### src/design/nsp_pkg.sv
// Types, codes and helpers for the NMEA sentence parser.
package nsp_pkg;

  localparam logic [7:0] CHAR_DOLLAR = 8'h24;
  localparam logic [7:0] CHAR_STAR   = 8'h2A;
  localparam logic [7:0] CHAR_CR     = 8'h0D;
  localparam logic [7:0] CHAR_LF     = 8'h0A;

  localparam logic [7:0] MAX_LEN_RESET = 8'd80;

  typedef enum logic [2:0] {
    PH_WAIT = 3'd0,
    PH_READ = 3'd1,
    PH_CKHI = 3'd2,
    PH_CKLO = 3'd3,
    PH_CR   = 3'd4,
    PH_LF   = 3'd5
  } phase_t;

  typedef enum logic [1:0] {
    ABORT_OVERFLOW = 2'd0,
    ABORT_NO_CR    = 2'd1,
    ABORT_NO_LF    = 2'd2,
    ABORT_RESTART  = 2'd3
  } abort_t;

  typedef struct packed {
    logic       payload_valid;
    logic [7:0] payload_char;
    logic [7:0] payload_index;
    logic       sentence_start;
    logic       sentence_done;
    logic       checksum_ok;
    logic [7:0] sentence_length;
    logic       sentence_abort;
    logic [1:0] abort_reason;
  } result_t;

  typedef struct packed {
    logic       err;
    logic [3:0] val;
  } nibble_t;

  // Hex digit decode; anything else reads as zero with err set.
  function automatic nibble_t hex_nibble(input logic [7:0] c);
    nibble_t n;
    n.err = 1'b0;
    n.val = 4'd0;
    case (c) inside
      [8'h30:8'h39]: n.val = c[3:0];
      [8'h41:8'h46],
      [8'h61:8'h66]: n.val = c[3:0] + 4'd9;
      default: n.err = 1'b1;
    endcase
    return n;
  endfunction

endpackage

### src/design/nsp_channels.sv
// Handshake channels: received characters in, parse results out.
interface nsp_char_if;
  logic       valid;
  logic       ready;
  logic [7:0] rx_char;

  modport source (output valid, output rx_char, input ready);
  modport sink (input valid, input rx_char, output ready);
endinterface

interface nsp_result_if;
  logic       valid;
  logic       ready;
  logic       payload_valid;
  logic [7:0] payload_char;
  logic [7:0] payload_index;
  logic       sentence_start;
  logic       sentence_done;
  logic       checksum_ok;
  logic [7:0] sentence_length;
  logic       sentence_abort;
  logic [1:0] abort_reason;

  modport source (
    output valid, input ready,
    output payload_valid, output payload_char, output payload_index,
    output sentence_start, output sentence_done, output checksum_ok,
    output sentence_length, output sentence_abort, output abort_reason
  );
  modport sink (
    input valid, output ready,
    input payload_valid, input payload_char, input payload_index,
    input sentence_start, input sentence_done, input checksum_ok,
    input sentence_length, input sentence_abort, input abort_reason
  );
endinterface

### src/design/nsp_in_reg.sv
// Input register: holds one received character until the parser takes it.
module nsp_in_reg (
  input  logic     clk,
  input  logic     rst,
  nsp_char_if.sink up,
  input  logic     take,
  output logic     valid,
  output logic [7:0] rx_char
);

  assign up.ready = !valid || take;

  always_ff @(posedge clk) begin
    if (rst) begin
      valid <= 1'b0;
    end else if (up.ready) begin
      valid <= up.valid;
    end
  end

  always_ff @(posedge clk) begin
    if (up.valid && up.ready) begin
      rx_char <= up.rx_char;
    end
  end

endmodule

### src/design/nsp_parser.sv
// Sentence state, config register and per-character parse step.
module nsp_parser (
  input  logic           clk,
  input  logic           rst,
  input  logic           cfg_we,
  input  logic [7:0]     cfg_wdata,
  input  logic           step,
  input  logic [7:0]     rx_char,
  output nsp_pkg::result_t res
);

  nsp_pkg::phase_t phase, phase_next;
  logic [7:0]      count, count_next;
  logic [7:0]      xsum, xsum_next;
  logic            hex_err, hex_err_next;
  logic [7:0]      max_len;
  nsp_pkg::nibble_t nib;

  assign nib = nsp_pkg::hex_nibble(rx_char);

  always_ff @(posedge clk) begin
    if (rst) begin
      max_len <= nsp_pkg::MAX_LEN_RESET;
    end else if (cfg_we) begin
      max_len <= cfg_wdata;
    end
  end

  always_ff @(posedge clk) begin
    if (rst) begin
      phase   <= nsp_pkg::PH_WAIT;
      count   <= 8'd0;
      xsum    <= 8'd0;
      hex_err <= 1'b0;
    end else if (step) begin
      phase   <= phase_next;
      count   <= count_next;
      xsum    <= xsum_next;
      hex_err <= hex_err_next;
    end
  end

  always_comb begin
    res          = '0;
    phase_next   = phase;
    count_next   = count;
    xsum_next    = xsum;
    hex_err_next = hex_err;
    if (rx_char == nsp_pkg::CHAR_DOLLAR) begin
      if (phase inside {nsp_pkg::PH_READ, nsp_pkg::PH_CKHI, nsp_pkg::PH_CKLO,
                        nsp_pkg::PH_CR, nsp_pkg::PH_LF}) begin
        res.sentence_abort  = 1'b1;
        res.abort_reason    = nsp_pkg::ABORT_RESTART;
        res.sentence_length = count;
      end
      res.sentence_start = 1'b1;
      phase_next   = nsp_pkg::PH_READ;
      count_next   = 8'd0;
      xsum_next    = 8'd0;
      hex_err_next = 1'b0;
    end else begin
      case (phase)
        nsp_pkg::PH_READ: begin
          if (rx_char == nsp_pkg::CHAR_STAR) begin
            phase_next = nsp_pkg::PH_CKHI;
          end else if (count == max_len) begin
            res.sentence_abort  = 1'b1;
            res.abort_reason    = nsp_pkg::ABORT_OVERFLOW;
            res.sentence_length = count;
            phase_next = nsp_pkg::PH_WAIT;
          end else begin
            res.payload_valid = 1'b1;
            res.payload_char  = rx_char;
            res.payload_index = count;
            count_next = count + 8'd1;
            xsum_next  = xsum ^ rx_char;
          end
        end
        nsp_pkg::PH_CKHI: begin
          xsum_next    = xsum ^ {nib.val, 4'd0};
          hex_err_next = hex_err | nib.err;
          phase_next   = nsp_pkg::PH_CKLO;
        end
        nsp_pkg::PH_CKLO: begin
          xsum_next    = xsum ^ {4'd0, nib.val};
          hex_err_next = hex_err | nib.err;
          phase_next   = nsp_pkg::PH_CR;
        end
        nsp_pkg::PH_CR: begin
          if (rx_char == nsp_pkg::CHAR_CR) begin
            phase_next = nsp_pkg::PH_LF;
          end else begin
            res.sentence_abort  = 1'b1;
            res.abort_reason    = nsp_pkg::ABORT_NO_CR;
            res.sentence_length = count;
            phase_next = nsp_pkg::PH_WAIT;
          end
        end
        nsp_pkg::PH_LF: begin
          if (rx_char == nsp_pkg::CHAR_LF) begin
            res.sentence_done = 1'b1;
            // payload XOR folded with the received sum must cancel to zero
            res.checksum_ok   = (xsum == 8'd0) && !hex_err;
          end else begin
            res.sentence_abort = 1'b1;
            res.abort_reason   = nsp_pkg::ABORT_NO_LF;
          end
          res.sentence_length = count;
          phase_next = nsp_pkg::PH_WAIT;
        end
        default: begin
          phase_next = nsp_pkg::PH_WAIT;
        end
      endcase
    end
  end

endmodule

### src/design/nsp_out_reg.sv
// Result register: holds one parse result until the sink takes it.
module nsp_out_reg (
  input  logic             clk,
  input  logic             rst,
  input  logic             load,
  input  nsp_pkg::result_t res,
  output logic             can_load,
  nsp_result_if.source     dn
);

  logic             valid;
  nsp_pkg::result_t res_q;

  assign can_load = !valid || dn.ready;

  always_ff @(posedge clk) begin
    if (rst) begin
      valid <= 1'b0;
    end else if (can_load) begin
      valid <= load;
    end
  end

  always_ff @(posedge clk) begin
    if (load && can_load) begin
      res_q <= res;
    end
  end

  assign dn.valid           = valid;
  assign dn.payload_valid   = res_q.payload_valid;
  assign dn.payload_char    = res_q.payload_char;
  assign dn.payload_index   = res_q.payload_index;
  assign dn.sentence_start  = res_q.sentence_start;
  assign dn.sentence_done   = res_q.sentence_done;
  assign dn.checksum_ok     = res_q.checksum_ok;
  assign dn.sentence_length = res_q.sentence_length;
  assign dn.sentence_abort  = res_q.sentence_abort;
  assign dn.abort_reason    = res_q.abort_reason;

endmodule

### src/design/nmea_sentence_parser_core.sv
// NMEA 0183 sentence parser. Takes one received character per item and returns
// exactly one result item for each: payload characters with their index, a
// start flag on '$', and on the closing LF a done flag with the payload length
// and checksum_ok; overflow past max_payload_length, a missing CR or LF, or a
// '$' mid-sentence abandons the sentence with an abort reason. Throughput is
// one item per cycle when not stalled; the input register feeds the parse step
// into the result register. char_chan.ready drops only while a result waits
// on a stalled result_chan. Write max_payload_length only while idle.
module nmea_sentence_parser_core (
  input  logic         clk,
  input  logic         rst,
  input  logic         cfg_we,
  input  logic [7:0]   cfg_wdata,
  nsp_char_if.sink     char_chan,
  nsp_result_if.source result_chan
);

  logic             char_valid;
  logic [7:0]       char_q;
  logic             can_load;
  logic             step;
  nsp_pkg::result_t res;

  assign step = char_valid && can_load;

  nsp_in_reg u_in (
    .clk     (clk),
    .rst     (rst),
    .up      (char_chan),
    .take    (can_load),
    .valid   (char_valid),
    .rx_char (char_q)
  );

  nsp_parser u_parse (
    .clk       (clk),
    .rst       (rst),
    .cfg_we    (cfg_we),
    .cfg_wdata (cfg_wdata),
    .step      (step),
    .rx_char   (char_q),
    .res       (res)
  );

  nsp_out_reg u_out (
    .clk      (clk),
    .rst      (rst),
    .load     (char_valid),
    .res      (res),
    .can_load (can_load),
    .dn       (result_chan)
  );

endmodule

### src/flat_wrapper.sv
// flat-port wrapper written by rule: the top's interface ports become plain ports
module nmea_sentence_parser_core_flat 
  (clk, rst, cfg_we, cfg_wdata, char_chan_valid, char_chan_rx_char, char_chan_ready, result_chan_valid, result_chan_ready, result_chan_payload_valid, result_chan_payload_char, result_chan_payload_index, result_chan_sentence_start, result_chan_sentence_done, result_chan_checksum_ok, result_chan_sentence_length, result_chan_sentence_abort, result_chan_abort_reason);
  nsp_char_if char_chan_i ();
  nsp_result_if result_chan_i ();
  input  logic clk;
  input  logic rst;
  input  logic cfg_we;
  input  logic [7:0] cfg_wdata;
  input wire logic [$bits(char_chan_i.valid)-1:0] char_chan_valid;
  input wire logic [$bits(char_chan_i.rx_char)-1:0] char_chan_rx_char;
  output wire logic [$bits(char_chan_i.ready)-1:0] char_chan_ready;
  output wire logic [$bits(result_chan_i.valid)-1:0] result_chan_valid;
  input wire logic [$bits(result_chan_i.ready)-1:0] result_chan_ready;
  output wire logic [$bits(result_chan_i.payload_valid)-1:0] result_chan_payload_valid;
  output wire logic [$bits(result_chan_i.payload_char)-1:0] result_chan_payload_char;
  output wire logic [$bits(result_chan_i.payload_index)-1:0] result_chan_payload_index;
  output wire logic [$bits(result_chan_i.sentence_start)-1:0] result_chan_sentence_start;
  output wire logic [$bits(result_chan_i.sentence_done)-1:0] result_chan_sentence_done;
  output wire logic [$bits(result_chan_i.checksum_ok)-1:0] result_chan_checksum_ok;
  output wire logic [$bits(result_chan_i.sentence_length)-1:0] result_chan_sentence_length;
  output wire logic [$bits(result_chan_i.sentence_abort)-1:0] result_chan_sentence_abort;
  output wire logic [$bits(result_chan_i.abort_reason)-1:0] result_chan_abort_reason;
  assign char_chan_i.valid = char_chan_valid;
  assign char_chan_i.rx_char = char_chan_rx_char;
  assign char_chan_ready = char_chan_i.ready;
  assign result_chan_valid = result_chan_i.valid;
  assign result_chan_i.ready = result_chan_ready;
  assign result_chan_payload_valid = result_chan_i.payload_valid;
  assign result_chan_payload_char = result_chan_i.payload_char;
  assign result_chan_payload_index = result_chan_i.payload_index;
  assign result_chan_sentence_start = result_chan_i.sentence_start;
  assign result_chan_sentence_done = result_chan_i.sentence_done;
  assign result_chan_checksum_ok = result_chan_i.checksum_ok;
  assign result_chan_sentence_length = result_chan_i.sentence_length;
  assign result_chan_sentence_abort = result_chan_i.sentence_abort;
  assign result_chan_abort_reason = result_chan_i.abort_reason;
  nmea_sentence_parser_core u_core (.clk(clk), .rst(rst), .cfg_we(cfg_we), .cfg_wdata(cfg_wdata), .char_chan(char_chan_i), .result_chan(result_chan_i));
endmodule
### config.mk
export PLATFORM = sky130hd
export DESIGN_NAME = nmea_sentence_parser_core_flat
export DESIGN_NICKNAME = d
export VERILOG_FILES = /design/src/design/nsp_pkg.sv /design/src/design/nsp_channels.sv /design/src/design/nsp_in_reg.sv /design/src/design/nsp_parser.sv /design/src/design/nsp_out_reg.sv /design/src/design/nmea_sentence_parser_core.sv /design/src/flat_wrapper.sv
export SDC_FILE = /design/constraint.sdc
export NUM_CORES = 1
export LEC_CHECK = 0
export ABC_AREA = 1
export BUFFER_PORTS_ARGS = -buffer_cell sky130_fd_sc_hd__buf_4
export CAP_MARGIN = 20
export CORE_MARGIN = 1
export CORE_UTILIZATION = 39
export DETAILED_ROUTE_END_ITERATION = 12
export PLACE_DENSITY = 0.65
export SLEW_MARGIN = 25
export SYNTH_ARGS = -nofsm -noshare
export SYNTH_HDL_FRONTEND = slang
export SYNTH_HIERARCHICAL = 1
export SYNTH_SLANG_ARGS = --single-unit
### constraint.sdc
create_clock -name clk -period 3.3 [get_ports clk]
set_clock_uncertainty 0.15 [all_clocks]
set_input_delay 0.66 -clock clk [delete_from_list [all_inputs] [get_ports clk]]
set_output_delay 0.66 -clock clk [all_outputs]
set_load 0.02 [all_outputs]
==> results of run 1 <==
-- layer usage --
layer	part of all wire, %	wire length (µm)	vias to the layer above
met3	7.4	595	10
met4	1.4	110	0
li1	-	-	1564
met5	0	0	-
met1	50	4043	1362
met2	41	3341	125
-- flip-flops by register name, summed over array words and instances, names as in the netlist, 2 cells and up --
signal and flops:
u_core/u_out/dn.payload_char 8, u_core/u_in/rx_char 8, u_core/u_parse/phase 3, u_core/u_parse/xsum 8
u_core/u_out/dn.payload_index 8, u_core/u_out/dn.abort_reason 2, u_core/u_parse/count 8, u_core/u_parse/max_len 8
u_core/u_out/dn.sentence_length 8
-- through the flow --
step / setup WS [ns] / utilization, %
floorplan: 0.5098 / -
global placement: 1.060 / 46.09
detailed placement: 0.9589 / 46.09
CTS: 0.9226 / 48.33
global route: 0.6166 / 48.33
finish: 0.8875 / 48.33
-- power groups by stage --
stage                     sequential (mW)  combinational (mW)  clock, mW
after floorplan                      1.00               0.135          0
after global placement              0.991               0.212          0
after detailed placement            0.992               0.214          0
after CTS                           0.972               0.215      0.708
after global routing                0.977               0.239      0.743
final                               0.972               0.214      0.694
-- final timing paths --
check / start / to / slack, ns / cells after the start
worst max-delay path: u_core/u_in/rx_char[0] / u_core/u_parse/xsum[1] / 0.89 / 12
worst min-delay path: char_chan_rx_char[6] / u_core/u_in/rx_char[6] / 0.33 / 1
worst max register to register: u_core/u_in/rx_char[0] / u_core/u_parse/xsum[1] / 0.89 / 12
worst min register to register: u_core/u_parse/max_len[4] / u_core/u_parse/max_len[4] / 0.34 / 2
-- kinds of logic (layout without fill, tap and decap cells) --
group	count (synthesis)	count (layout)	synth area share, %
flops	69	69	48.49
compound gates	49	49	7.021
fa+ha+maj	5	5	1.712
simple gates	238	238	31.37
buf+inv	65	124	8.288
xor+xnor	13	13	3.116
-- placed cells by master (no fill, tap or decap), types with 11 or more instances in the layout --
cell type,n
nand2_1,95
buf_4,54
edfxtp_1,39
nor2_1,44
dfxtp_1,30
o21ai_0,11
nand4_1,14
nand3_1,49
a21oi_1,34
inv_1,44
-- layout make-up --
class | count | share of cell area (%)
inverters | 54 | 4.718
clock buffers | 9 | 2.883
clock inverters | 7 | 1.747
well taps | 108 | 3.145
multi-input cells | 305 | 36.84
flip-flops and latches | 69 | 41.23
repair buffers | 54 | 9.435
==> summary.md, run 1 <==
| Metric | Value |
|---|---|
| Status | completed |
| CTS Buffer Depth | 2 |
| H-tree depth | 3 |
| Switching power | 504.9 µW |
| Syn_nets | 465 |
| Area grow syn2layout | 17.60% |
| Worst slew pin tran | 0.8144 ns |
| Max incr delay on CP | 0.46 ns |
| Worst Path Arrival | 2.54 ns |
| RSZ-0062 raised after global routing | false |
| Reg area | 0.001772 mm² |
| Critical path cell sequence | inv_1, ha_1, nand2_1, inv_2, nand2_2, nor2_8, nand2_2, nand2_2, nand4_1, inv_1, nand3_1, a21oi_1 |
| Antenna viol nets, final | 0 |
| CTS clock-pin slew for the worst setup and hold paths | 0.08 ns |
| Tmin final | 2.413 ns |
| Grt peak-use layer | met1 |
| CP top delay family | simple AND/OR/NAND/NOR gates |
| Footprint of the multi-input gates | 0.001583 mm² |
| CTS tree | done |
| Post-Synthesis Cell Area | 0.003654 mm² |
| WHS | 0.3343 ns |
| Top-count cell post-synth | nand2_1 |
| WS Path Type | reg -> reg |
| Diode count | 0 |
| Resized cells post-CTS | 0 |
| Routability Congestion | 0.8774 |
| Met2 GRT Util | 24.74% |
| Total congestion overflow | 0 |
| Worst Hold Class | in -> reg |
| Critical Path Start Type | flop |
| Synth async-reset ratio | 0% |
| Fillers | 872 |
| Sum Neg Setup Slack | 0 ns |
| Crit path top cell by count | nand2_2 |
| Leakage | 1.785 nW |
| Hold Buf Count CTS | 0 |
| Post-CTS Setup Repair Bufs | 0 |
| Clk Latency, worst-skew pair | 0.35 ns |
| Via count | 3,061 |
| Crit. End Element | flop |
| Final setup fails | 0 |
| Yosys top cell by area | edfxtp_1 |
| Commonest cells post-synth | nand2_1 (95), nand3_1 (49), inv_1 (44), nor2_1 (44), edfxtp_1 (39) |
| GRT Total Usage | 17.35% |
| Syn Area/Cell | 8.322 µm² |
| Net Sw Frac | 26.86% |
| Required time of the critical path | 3.43 ns |
| Sink Count | 69 |
| GR Util met1 | 25.56% |
| Worst vdd ir | 0.1836 mV |
| Initial Util | 41.09% |
| Crit path max fanout | 13 |
| Vias in the first global route | 2,729 |
| Starting DRT DRC Count | 248 |
| Layout cells sized above 1 | 21.69% |
| Pwr Density | 437.5 mW/mm² |
| Wire per inst | 13.35 µm |
| Slew HR | 45.71% |
| GRT met3 Usage | 2.837% |
| First-pass GRT wire length | 13,230 µm |
| Die Wd | 98.79 µm |
| DP Area | 0.004098 mm² |
| Io pins | 54 |
| Largest net degree at the start of global routing | 32 |
| Yosys warns | 6 |
| Reg power frac | 51.7% |
| Sequential share of the synthesized area | 48.49% |
| Synthesized netlist cell count | 439 |
| Yosys reg bits | 69 |
| Inst Count DP | 590 |
| Die extent in y | 98.79 µm |
| Antenna violations before repair | 0 |
| Maximum clock rate | 0.4145 GHz |
| Final period util | 73.11% |
| # nets final | 519 |
| Total CTS buffers | 9 |
| Slew Limit Fails | 0 |
| Final Hold Vio Count | 0 |
| EDFF count, synth | 39 |
| Final WL | 8090 µm |
| Core area | 0.008891 mm² |
| Die area | 0.009759 mm² |
| Maxcap violations | 0 |
| Hpwl dp | 5994 µm |
| TritonRoute pass-1 iters | 5 |
| Mean number of vias per cell | 5.051 |
| Critical-path top delay cell | edfxtp_1 |
| Clk root buf | clkbuf_8 |
| P_int | 1.375 mW |
| Post-route design area | 0.004297 mm² |
| Total Power | 1.880 mW |
| Yosys top cell area share | 32.05% |
| Synth Flop Type | edfxtp_1 |
| # DRC | 0 |
| Clock power frac | 36.9% |
| Yosys cell types | 34 |
| Combinational power share | 11.4% |
| IO buf count | 53 |
| Top cells by area, synth | edfxtp_1 (32%), dfxtp_1 (16%), nand2_1 (9.8%) |
| Rows | 34 |
| Worst Path Buf+Inv | 3 |
| Final non-filler cell total | 606 |
Note: power is estimated with default switching activity, not from simulation.
==> inputs of run 2 (changes only) <==
clock period = 2.5 ns   (was 3.3 ns; I/O delays follow)
==> run 2 against run 1 <==
  * Non-clock buffer count rose by 5
  * Maximum frequency rose by 4.8%
  * Utilization rose by 0.77 points
  * Power rose by 38%
  * First-iteration DRC count rose by 42%
  * Sequential power rose by 32%
  * Via count rose by 1.6%
  * Clock-buffer cell count did not move
  * Sequential share of layout area fell by 0.65 points
  * Worst setup slack got worse by 0.69 ns
  * Die area did not move
  * Critical endpoint unchanged
  * Largest cell class unchanged
  * Highest routed layer unchanged
==> summary.md, run 2 (synthesis results as in run 1) <==
| Metric | Value |
|---|---|
| CTS Buffer Depth | 2 (unchanged) |
| Status | completed |
| Io pins | 54 (unchanged) |
| Leakage | 1.816 nW (+1.7%) |
| Hpwl dp | 5998 µm (about the same) |
| Core area | 0.008891 mm² (unchanged) |
| Die Wd | 98.79 µm (unchanged) |
| Maxcap violations | 0 (unchanged) |
| Fillers | 850 (-2.5%) |
| Crit path max fanout | 10 (-3) |
| Diode count | 0 (unchanged) |
| Crit. End Element | flop |
| Initial Util | 41.09% (unchanged) |
| Wire per inst | 13.56 µm (+1.6%) |
| Pwr Density | 596.2 mW/mm² (+36%) |
| Final non-filler cell total | 611 (+0.83%) |
| Vias in the first global route | 2,753 (+0.88%) |
| Antenna viol nets, final | 0 (unchanged) |
| Via count | 3,111 (+1.6%) |
| Critical Path Start Type | flop |
| Worst vdd ir | 0.2322 mV (+26%) |
| RSZ-0062 raised after global routing | false |
| IO buf count | 53 (unchanged) |
| Antenna violations before repair | 0 (unchanged) |
| Sum Neg Setup Slack | 0 ns (unchanged) |
| Commonest non-fill, non-tap cells in the layout | nand2_1 (95), buf_4 (59), nand3_1 (49), nor2_1 (44), inv_1 (43) |
| Rows | 34 (unchanged) |
| Clk Latency, worst-skew pair | 0.35 ns (about the same) |
| Commonest non-fill, non-tap cell in the layout | nand2_1 |
| CTS tree | done |
| Total CTS buffers | 9 (unchanged) |
| WHS | 0.1722 ns (-0.1621 ns) |
| Die area | 0.009759 mm² (unchanged) |
| Hold Buf Count CTS | 0 (unchanged) |
| Die extent in y | 98.79 µm (unchanged) |
| Starting DRT DRC Count | 353 (+42%) |
| Slew Limit Fails | 0 (unchanged) |
| Final Util | 49.10% (+0.77 points) |
| Final setup fails | 0 (unchanged) |
| Inst Count DP | 593 (+0.51%) |
| Clk root buf | clkbuf_8 |
| Final WL | 8286 µm (+2.4%) |
| Largest net degree at the start of global routing | 32 (unchanged) |
| Worst Hold Class | in -> reg |
| Maximum clock rate | 0.4344 GHz (+4.8%) |
| H-tree depth | 3 (unchanged) |
| Worst Path Arrival | 2.43 ns (-0.11 ns) |
| First-pass GRT wire length | 13,630 µm (+3.0%) |
| Area grow syn2layout | 19.49% |
| # nets final | 524 (+0.96%) |
| Tmin final | 2.302 ns (-0.1104 ns) |
| WS Path Type | reg -> reg |
| Required time of the critical path | 2.63 ns (-0.80 ns) |
| Worst reg2reg path depth | 12 (unchanged) |
| Layout cells sized above 1 | 22.66% (+0.98 points) |
| TritonRoute pass-1 iters | 5 (unchanged) |
| Mean number of vias per cell | 5.092 (+0.80%) |
| Final period util | 92.09% (+19 points) |
| Sink Count | 69 (unchanged) |
| Routability Congestion | 0.8408 (-4.2%) |
| # DRC | 0 (unchanged) |
| Hold Path Stages | 1 (unchanged) |
| Total congestion overflow | 0 (unchanged) |
| R2R setup slack | 0.20 ns (-0.69 ns) |
| Final Hold Vio Count | 0 (unchanged) |
| CTS clock-pin slew for the worst setup and hold paths | 0.08 ns (about the same) |
| GRT Total Usage | 17.90% (+0.55 points) |
| Worst slew pin tran | 0.4131 ns (-0.4013 ns) |
| Slew HR | 72.46% (+27 points) |
==> run 2: timing repair <==
item                                    CTS  global route
gates resized for setup                   0             2
endpoints found under the setup margin    0             9
buffers inserted                          0             2
==> run 2: through the flow <==
step           total power [mW]  area [µm²]  setup WS, ns
2_1_floorplan             1.499        3657        0.4821
3_3_place_gp              1.589        4120        0.3105
3_5_place_dp              1.592        4120        0.1942
4_1_cts                   2.615        4343        0.1592
5_1_grt                   2.717        4365       0.03563
6_report                  2.603        4365        0.1978
==> run 2: cell type report <==
| cell class | count | area (µm²) | share of cell area (%) |
|---|---|---|---|
| multi-input combinational | 305 | 1590 | 36.43 |
| tap | 108 | 135.1 | 3.095 |
| clock buffer | 9 | 123.9 | 2.837 |
| inverter | 54 | 202.7 | 4.643 |
| clock inverter | 7 | 98.84 | 2.264 |
| sequential | 69 | 1772 | 40.58 |
| timing repair buffer | 59 | 442.9 | 10.15 |
==> run 2: worst paths after layout <==
check | startpoint | endpoint
setup / recovery | u_core/u_in/rx_char[0] | u_core/u_parse/xsum[1]
hold / removal | char_chan_rx_char[6] | u_core/u_in/rx_char[6]
setup reg to reg | u_core/u_in/rx_char[0] | u_core/u_parse/xsum[1]
hold reg to reg | u_core/u_parse/hex_err | u_core/u_parse/hex_err
==> run 2: worst max-delay path: stages, from the launching register on <==
cell and delay [ns]:
edfxtp_1 0.47, inv_2 0.14, ha_1 0.21, nand2_1 0.08, inv_2 0.07, nand2_2 0.08, nor2_8 0.17, nand2_2 0.17
nand2_2 0.14, nand4_1 0.17, inv_1 0.16, nand3_1 0.08, a21oi_1 0.14
==> run 2: report_power, final <==
group / switching [mW] / total (mW) / internal (mW) / leakage [nW]
clock: 0.463 / 1.03 / 0.567 / 0.110
combinational: 0.181 / 0.291 / 0.109 / 1.07
sequential: 0.0390 / 1.28 / 1.24 / 0.635
==> run 2: per-layer routing <==
metal  GRT usage [%]  share of wire, %
met1           26.31                49
met3           3.050               7.1
met5               0                 0
met4           7.003               1.4
met2           26.14                42
==> inputs of run 3 (changes only) <==
ABC_AREA = not set   (was 1)
PLACE_DENSITY = 0.66   (was 0.65)
==> run 3 against run 2 <==
  * Synthesized cell count down 27%
  * Combinational power down 6%
  * Sequential share of layout area up 0.13 points
  * Power up 2.0%
  * Die area down 6.8%
  * Utilization up 3.1 points
  * Largest cell class unchanged
  * Highest routed layer unchanged
==> summary.md, run 3 <==
| Metric | Value |
|---|---|
| Status | completed |
| Syn Area/Cell | 10.57 µm² (+27%) |
| TritonRoute pass-1 iters | 5 (unchanged) |
| Worst slew pin tran | 0.4469 ns (+0.03382 ns) |
| Inst Count DP | 494 (-17%) |
| Hpwl dp | 5612 µm (-6.4%) |
| Total congestion overflow | 0 (unchanged) |
| First-pass GRT wire length | 12,600 µm (-7.5%) |
| Yosys reg bits | 69 (unchanged) |
| Worst Slack Setup Final | 0.07940 ns (-0.1184 ns) |
| Area grow syn2layout | 27.91% |
| Rows | 33 (-2.9%) |
| Commonest cells post-synth | edfxtp_1 (39), dfxtp_1 (30), nor2_1 (28) |
| Mean number of vias per cell | 5.502 (+8.1%) |
| Yosys top cell area share | 34.42% (+2.4 points) |
| Synth async-reset ratio | 0% (unchanged) |
| Final period util | 96.82% (+4.7 points) |
| Final Util | 52.18% (+3.1 points) |
| Resized cells post-CTS | 0 (unchanged) |
| Top-count cell post-synth | edfxtp_1 |
| Antenna viol nets, final | 0 (unchanged) |
| Pwr Density | 610.2 mW/mm² (+2.3%) |
| Sink Count | 69 (unchanged) |
| Synth Flop Type | edfxtp_1 |
| Synthesized netlist cell count | 322 (-27%) |
| Crit. End Element | flop |
| # nets final | 426 (-19%) |
| Leakage | 1.737 nW (-4.4%) |
| Post-route design area | 0.004352 mm² (-0.32%) |
| Maximum clock rate | 0.4131 GHz (-4.9%) |
| Core area | 0.008341 mm² (-6.2%) |
| Post-CTS Setup Repair Bufs | 0 (unchanged) |
| Final WL | 7843 µm (-5.3%) |
| Layout cells sized above 1 | 28.64% (+6.0 points) |
| # DRC | 0 (unchanged) |
| RSZ-0062 raised after global routing | true |
| Initial Util | 40.79% (-0.30 points) |
| CTS tree | done |
| EDFF count, synth | 39 (unchanged) |
| Wire per inst | 15.38 µm (+13%) |
| Tmin final | 2.421 ns (+0.1184 ns) |
| CTS clock-pin slew for the worst setup and hold paths | 0.08 ns (about the same) |
| Required time of the critical path | 2.58 ns (-0.05 ns) |
| Antenna violations before repair | 1 (+1) |
| Crit path max fanout | 10 (unchanged) |
| Slew Limit Fails | 0 (unchanged) |
| Commonest non-fill, non-tap cell in the layout | buf_4 |
| Final Hold Vio Count | 0 (unchanged) |
| Io pins | 54 (unchanged) |
| CTS Buffer Depth | 2 (unchanged) |
| Worst vdd ir | 0.2938 mV (+27%) |
| IO buf count | 53 (unchanged) |
| Yosys warns | 6 (unchanged) |
| Worst Hold Class | in -> reg |
| Post-Synthesis Cell Area | 0.003402 mm² (-6.9%) |
| Largest net degree at the start of global routing | 32 (unchanged) |
| DP Worst Slack | 0.1273 ns (-0.06685 ns) |
| GRT Total Usage | 18.61% (+0.71 points) |
| DP Area | 0.004083 mm² (-0.91%) |
| Via count | 2,806 (-9.8%) |
| Die Wd | 95.40 µm (-3.4%) |
| Routability Congestion | 0.8908 (+5.9%) |
| Final setup fails | 0 (unchanged) |
| Yosys top cell by area | edfxtp_1 |
| Yosys cell types | 67 (+97%) |
| Slew HR | 70.10% (-2.4 points) |
| Die area | 0.009100 mm² (-6.8%) |
| Maxcap violations | 0 (unchanged) |
| Diode count | 0 (unchanged) |
| Commonest non-fill, non-tap cells in the layout | buf_4 (82), edfxtp_1 (39), dfxtp_1 (30), nor2_1 (27), a21oi_1 (21) |
| Hold Buf Count CTS | 0 (unchanged) |
| H-tree depth | 3 (unchanged) |
| Die extent in y | 95.40 µm (-3.4%) |
| Total CTS buffers | 9 (unchanged) |
| Worst Path Arrival | 2.50 ns (+0.07 ns) |
| Clk root buf | clkbuf_8 |
| Clk Latency, worst-skew pair | 0.35 ns (about the same) |
| Final non-filler cell total | 510 (-17%) |
| Top cells by area, synth | edfxtp_1 (34%), dfxtp_1 (18%), a21oi_1 (3.1%) |
| Sequential share of the synthesized area | 52.08% (+3.6 points) |
| Starting DRT DRC Count | 188 (-47%) |
| Total Power | 2.655 mW (+2.0%) |
| WS Path Type | reg -> reg |
| Syn_nets | 348 (-25%) |
| Vias in the first global route | 2,581 (-6.2%) |
| Critical Path Start Type | flop |
[run 3: cell count changes after synthesis, moves of 12 or more]
cell / previous run / this run
nand2_1: 95 / 18
clkbuf_1: 0 / 12
inv_1: 44 / 8
nand3_1: 49 / 5
nor2_1: 44 / 28
a21oi_1: 35 / 21
and3_1: 0 / 13
[run 3: cell type report]
cell class	instances	area (µm²)
repair buffers	82	615.6
clock buffers	9	123.9
multi-input cells	228	1550
fillers	777	3989
flip-flops and latches	69	1772
clock inverters	7	121.4
inverters	10	37.54
well taps	105	131.4
[run 3: path summary, 6_finish.rpt]
check / end / cells past startpoint / startpoint / slack (ns)
worst max-delay path: u_core/u_parse/xsum[7] / 6 / u_core/u_in/rx_char[6] / 0.08
worst min-delay path: u_core/u_in/rx_char[5] / 1 / char_chan_rx_char[5] / 0.18
worst max register to register: u_core/u_parse/xsum[7] / 6 / u_core/u_in/rx_char[6] / 0.08
worst min register to register: u_core/u_parse/hex_err / 2 / u_core/u_parse/hex_err / 0.34
[run 3: critical path, stage by stage (launching register included)]
cell	delay, ns
edfxtp_1	0.43
or3b_1	0.45
or2_4	0.28
and3_1	0.17
o2111a_1	0.26
and4b_1	0.25
a311o_1	0.32
[run 3: through the flow]
| stage | hold WS, ns | TNS, ns |
|---|---|---|
| floorplan | 0.2816 | 0 |
| global placement | 0.3156 | 0 |
| detailed placement | 0.3080 | 0 |
| CTS | 0.1671 | 0 |
| global route | 0.1582 | -0.01497 |
| finish | 0.1815 | 0 |
[run 3: layer usage]
metal  global-route usage [%]  wire (µm)  up-vias
met3                    5.742        585        8
met4                    7.090         97        0
met1                    24.21       3440     1325
met2                    28.99       3719      113
li1                         -          -     1360
met5                        0          0        -
[run 3: kinds of logic after synthesis]
group,after synthesis,synth area share [%]
and+or+nand+nor,126,21.55
AOI/OAI and AO/OA,75,15.52
DFF,69,52.08
buffers and inverters,25,3.052
xor gates and xnor gates,14,3.604
muxes,8,2.354
adders and majority gates,5,1.839
[run 3: power by group]
group          internal, mW  switching (mW)  total, mW
registers              1.24          0.0213       1.26
logic                 0.122           0.152      0.274
clock network         0.668           0.451       1.12
total                  2.03           0.624       2.66
